===== src/hw/rtl/src_pkg.sv =====
// shared types, register indexes and widths for the sensor compensation pipeline
// no dependencies; every rtl file of the block takes names from here by scope
package src_pkg;

  localparam int NUM_W      = 64;
  localparam int DEN_W      = 31;
  localparam int DIV_STAGES = NUM_W;
  localparam int CFG_IDX_W  = 3;

  localparam logic [CFG_IDX_W-1:0] REG_TEMP     = 3'd0;
  localparam logic [CFG_IDX_W-1:0] REG_PRESS_LO = 3'd1;
  localparam logic [CFG_IDX_W-1:0] REG_PRESS_HI = 3'd2;
  localparam logic [CFG_IDX_W-1:0] REG_PRESS_P9 = 3'd3;
  localparam logic [CFG_IDX_W-1:0] REG_HUM      = 3'd4;

  localparam logic signed [31:0] HUM_MAX = 32'sd419430400;

  typedef struct packed {
    logic [7:0] press_msb;
    logic [7:0] press_lsb;
    logic [7:0] press_xlsb;
    logic [7:0] temp_msb;
    logic [7:0] temp_lsb;
    logic [7:0] temp_xlsb;
    logic [7:0] hum_msb;
    logic [7:0] hum_lsb;
  } in_t;

  typedef struct packed {
    logic signed [31:0] temperature_centi;
    logic [31:0]        pressure_q24_8;
    logic               pressure_invalid;
    logic [16:0]        humidity_q22_10;
  } out_t;

  typedef struct packed {
    logic [47:0] temp;
    logic [63:0] press_lo;
    logic [63:0] press_hi;
    logic [15:0] press_p9;
    logic [63:0] hum;
  } coef_t;

  typedef struct packed {
    logic signed [31:0] tf;
    logic signed [31:0] temp_centi;
    logic [19:0]        adc_p;
    logic [15:0]        adc_h;
  } temp_res_t;

  typedef struct packed {
    logic signed [31:0] tf;
    logic signed [31:0] temp_centi;
    logic [19:0]        adc_p;
    logic [16:0]        hum;
  } hum_res_t;

  typedef struct packed {
    logic signed [31:0]      temp_centi;
    logic [16:0]             hum;
    logic [NUM_W-1:0]        num;
    logic signed [DEN_W-1:0] den;
  } pre_res_t;

  typedef struct packed {
    logic signed [31:0] temp_centi;
    logic [16:0]        hum;
    logic               invalid;
    logic               qneg;
  } div_side_t;

  typedef struct packed {
    logic signed [31:0] temp_centi;
    logic [16:0]        hum;
    logic               invalid;
    logic               qneg;
    logic [NUM_W-1:0]   quo;
  } div_res_t;

endpackage


===== src/hw/rtl/src_temp.sv =====
// temperature stages: unpacks the burst and computes fine and centi-degree temperature
// depends on src_pkg
module src_temp (
  input  logic                  clk,
  input  logic                  rst_n,
  input  src_pkg::coef_t        coef,
  input  logic                  in_vld,
  input  src_pkg::in_t          in_data,
  output logic                  out_vld,
  output src_pkg::temp_res_t    out_data
);

  logic [3:0] vld_r;
  logic [35:0] side_r [4];

  logic [19:0] adc_t;
  logic [19:0] adc_p;
  logic [15:0] adc_h;
  logic signed [17:0] t1s;
  logic signed [15:0] t2;
  logic signed [15:0] t3;

  logic signed [17:0] x_nxt, x_r1;
  logic signed [17:0] d_nxt, d_r1;
  logic signed [31:0] xp, dp, a_nxt, a_r2, dd_nxt, dd_r2;
  logic signed [31:0] bp, tf_nxt, tf_r3, tf_r4;
  logic signed [31:0] tm, temp_nxt, temp_r4;

  assign adc_t = {in_data.temp_msb, in_data.temp_lsb, in_data.temp_xlsb[7:4]};
  assign adc_p = {in_data.press_msb, in_data.press_lsb, in_data.press_xlsb[7:4]};
  assign adc_h = {in_data.hum_msb, in_data.hum_lsb};
  assign t1s   = $signed({2'b00, coef.temp[15:0]});
  assign t2    = $signed(coef.temp[31:16]);
  assign t3    = $signed(coef.temp[47:32]);

  always_comb begin
    x_nxt    = $signed({1'b0, adc_t[19:3]}) - (t1s <<< 1);
    d_nxt    = $signed({2'b00, adc_t[19:4]}) - t1s;
    xp       = x_r1 * t2;
    a_nxt    = xp >>> 11;
    dp       = d_r1 * d_r1;
    dd_nxt   = dp >>> 12;
    bp       = dd_r2 * t3;
    tf_nxt   = a_r2 + (bp >>> 14);
    tm       = (tf_r3 <<< 2) + tf_r3 + 32'sd128;
    temp_nxt = tm >>> 8;
  end

  always_ff @(posedge clk) begin
    if (!rst_n) begin
      vld_r <= '0;
    end else begin
      vld_r <= {vld_r[2:0], in_vld};
    end
  end

  always_ff @(posedge clk) begin
    x_r1    <= x_nxt;
    d_r1    <= d_nxt;
    a_r2    <= a_nxt;
    dd_r2   <= dd_nxt;
    tf_r3   <= tf_nxt;
    tf_r4   <= tf_r3;
    temp_r4 <= temp_nxt;
    side_r[0] <= {adc_p, adc_h};
    for (int i = 1; i < 4; i++) begin
      side_r[i] <= side_r[i-1];
    end
  end

  assign out_vld             = vld_r[3];
  assign out_data.tf         = tf_r4;
  assign out_data.temp_centi = temp_r4;
  assign out_data.adc_p      = side_r[3][35:16];
  assign out_data.adc_h      = side_r[3][15:0];

endmodule


===== config.mk =====
export PLATFORM = sky130hd
export DESIGN_NAME = src_temp
export DESIGN_NICKNAME = d
export VERILOG_FILES = /design/src/hw/rtl/src_pkg.sv /design/src/hw/rtl/src_temp.sv
export SDC_FILE = /design/constraint.sdc
export NUM_CORES = 2
export LEC_CHECK = 0
export ABC_AREA = 1
export ABC_CLOCK_PERIOD_IN_PS = 8480
export BUFFER_PORTS_ARGS = -buffer_cell sky130_fd_sc_hd__buf_2
export CORE_AREA = 8 8 296 298
export CTS_BUF_LIST = sky130_fd_sc_hd__clkbuf_16
export DETAILED_ROUTE_END_ITERATION = 7
export DIE_AREA = 0 0 304 306
export PLACE_DENSITY = 0.69
export SYNTH_ARGS = -nofsm -noshare
export SYNTH_HDL_FRONTEND = slang
export SYNTH_SLANG_ARGS = --single-unit

===== constraint.sdc =====
create_clock -name clk -period 8.48 [get_ports clk]
set_input_delay 0 -clock clk [delete_from_list [all_inputs] [get_ports clk]]
set_output_delay 0 -clock clk [all_outputs]
set_load 0.05 [all_outputs]

==> metrics.md <==
| Metric | Value |
|---|---|
| Status | finished, final reports clean |
| Floorplan Core Area | 0.08289 mm^2 |
| Max Fclk | 136.8 MHz |
| Hold crit path type | input port to flip-flop |
| Max-slew headroom | 29.03% |
| Routability cong. | 0.9256 |
| Root buf cell | clkbuf_16 |
| Worst EP required | 8.99 ns |
| Synth warnings | 0 |
| CTS tree | done |
| DR vias/cell | about 4.9 |
| Commonest non-fill, non-tap cell in the layout | inv_1 |
| Most frequent cells in the layout | inv_1 (1454), nand2_1 (1210), fa_1 (817), ha_1 (323), dfxtp_1 (271) |
| Mapped cell area | roughly 0.041 mm^2 |
| Placed Cells | 6196 |
| Distinct cell type count after synthesis | 42 |
| Post-Route Skew | 0.01793 ns |
| Final non-filler cell total | 6337 |
| CP most frequent cell | fa_1 |
| First-pass GRT wire length | 169600 um |
| Clock slew at reported path FFs | 0.06 ns |
| Die area | ~0.093 mm^2 |
| Initial antenna violation count | 9 |
| CP max stage delay | 0.82 ns |
| #FFs+latches synth | 275 |
| Nets | between 6000 and 7000 |
| Max-slew violations | 0 |
| Syn Nets | about 6500 |
| Hold Violations, Final | 0 |
| Fin crit period | 7.308 ns |
| I/O pins | 424 |
| Die width | slightly above 300 um |
| Measured slew at the worst slew-check pin | 1.063 ns |
| Detailed Routing Iterations Pass 1 | 5 |
| Layout area overhead | 8.905% |
| Grt total ovfl | 0 |
| Crit path cell chain | nand2_1 > fa_1 > fa_1 > fa_1 > inv_1 > fa_1 > fa_1 > inv_1 > fa_1 > inv_1 > ha_1 > a21oi_1 > o21ai_0 > a21o_1 > a21oi_1 > nand2_1 > nand3_1 > nand2_1 > ha_1 > nand2_1 > nor4_1 > nand4_1 > nand3_1 > xor2_1 |
| Crit Path Category | flip-flop to flip-flop |
| Finished Core Util | 54.05% |
| Share of the synthesized area in the top cell type | between 30% and 40% |
| Dominant synthesized flop cell | dfxtp_1 |
| GRT Overall Usage | 22.00% |
| EDFF count, synth | 0 |
| Top cells by area, synth | fa_1 (40%), dfxtp_1 (13%), inv_1 (13%), nand2_1 (11%), ha_1 (9.8%) |
| Setup violators final | 0 |
| CP max FO | 16 |
| Multi-input combinational cell area | between 0.02 and 0.03 mm^2 |
| CTS sink count | 275 |
| Routed wire length | 98980 um |
| DRC Markers | 0 |
| Initial Util | 49.63% |
| Storage cell area | 0.005510 mm^2 |
| Clock latency on the worst-skew pair | 0.59 ns |
| Fin Setup TNS | 0 ns |
| Number of port buffers | 204 |
| Arr. time, crit path | 7.82 ns |
| Part of the cycle the worst path needs | 86.18% |
| Synth area leader | fa_1 |
| Die Ht | 306 um |
| Vias in the first global route | 34490 |
| RSZ-0062 raised after global routing | false |
| Fillers | 7786 |
| Site row count | 106 |
| Syn Inst Count | ~5100 |
| Largest net degree at the start of global routing | 35 |
| Critical-path top delay cell | dfxtp_1 |
| Max cap viols | 0 |
| Vias | between 30000 and 40000 |
| DP Worst Slack | between 1 and 1.5 ns |
| CP endpoint kind | flip-flop |
| Initial DRC Count | 1708 |
| DP Wirelength | 82320 um |
| Share of cells above drive strength 1 | 5.730% |
| Setup bufs post-CTS | 0 |
| DR WL/cell | 15.62 um |
| H-tree levels | 1 |
| Clock tree buffer depth | 3 |
| Async set-reset flop share out of synthesis | 0% |
| CTS Buf Count | 29 |
| Register area share after synthesis | 13.38% |
| Final worst slack | ~1.2 ns |
| Mean Syn Cell Area | 8.135 um^2 |
| DRT antenna net count | 0 |
| Startpoint types | flip-flop |
==> final timing paths <==
path / startpoint / to / slack (ns) / cells after the start
setup / recovery: dd_r2[14] / tf_r3[20] / 1.17 / 24
setup reg to reg: dd_r2[14] / tf_r3[20] / 1.17 / 24
hold / removal: in_data[51] / side_r[0][23] / 0.05 / 2
hold reg to reg: side_r[2][23] / side_r[3][23] / 0.32 / 0
==> sequential cells by signal (all words and copies together) (netlist names) <==
register  cells
side_r      144
a_r2         21
tf_r3        22
temp_r4      24
x_r1          1
vld_r         4
d_r1         17
dd_r2        20
tf_r4        22
==> per-layer routing <==
metal	global-route usage [%]	routed length (um)	up-vias
met2	39.95	50010	805
met4	6.375	2877	2
met1	27.44	41040	15310
met3	2.729	5031	191
li1	-	-	14860
met5	0	17	-
==> metrics by stage <==
step,hold WS (ns),area (um^2)
final,0.04960,44800
after global routing,0.02772,44800
after CTS,0.01148,44790
after detailed placement,0.1036,43000
after global placement,0.1017,43000
after floorplan,0.02772,41140
==> area by class of cell <==
cell class              instances  share of cell area, %
well taps                    1080                  3.016
inverters                    1453                  12.17
clock inverters                24                 0.5194
clock buffers                  29                  1.620
diodes                          4                0.02234
flip-flops and latches        275                  12.30
multi-input cells            3159                  65.75
repair buffers                313                  4.602
==> Yosys cell counts (23+ instances only) <==
cell	number
a21oi_1	159
clkbuf_1	126
dfxtp_1	275
fa_1	817
ha_1	323
inv_1	1452
nand2_1	1210
nand3_1	108
nor2_1	194
nor3_1	23
o21ai_0	84
xnor2_1	36
xor2_1	81
==> what timing repair did <==
item / CTS / global route
hold buffers: 84 / 0
resized for setup: 0 / 0
endpoints found under the hold margin: 58 / 0
==> cells by family after synthesis <==
group	count (synthesis)	share of synthesized area, %
compound gates	313	4.233
xor+xnor	117	2.491
fa+ha+maj	1140	49.58
buf+inv	1623	15.01
flops	275	13.38
simple gates	1589	15.30
==> worst max-delay path, delay by kind of cell, from the launching register on <==
| family | cells | cell delay, ns |
|---|---|---|
| fa+ha+maj | 8 | 3.87 |
| simple gates | 8 | 1.45 |
| flops | 1 | 0.82 |
| compound gates | 4 | 0.81 |
| buf+inv | 3 | 0.15 |
| xor+xnor | 1 | 0.14 |
Power is left out: the tool's default activity adds up to more than one toggle a clock period on the data nets, which glitch-free logic cannot reach.
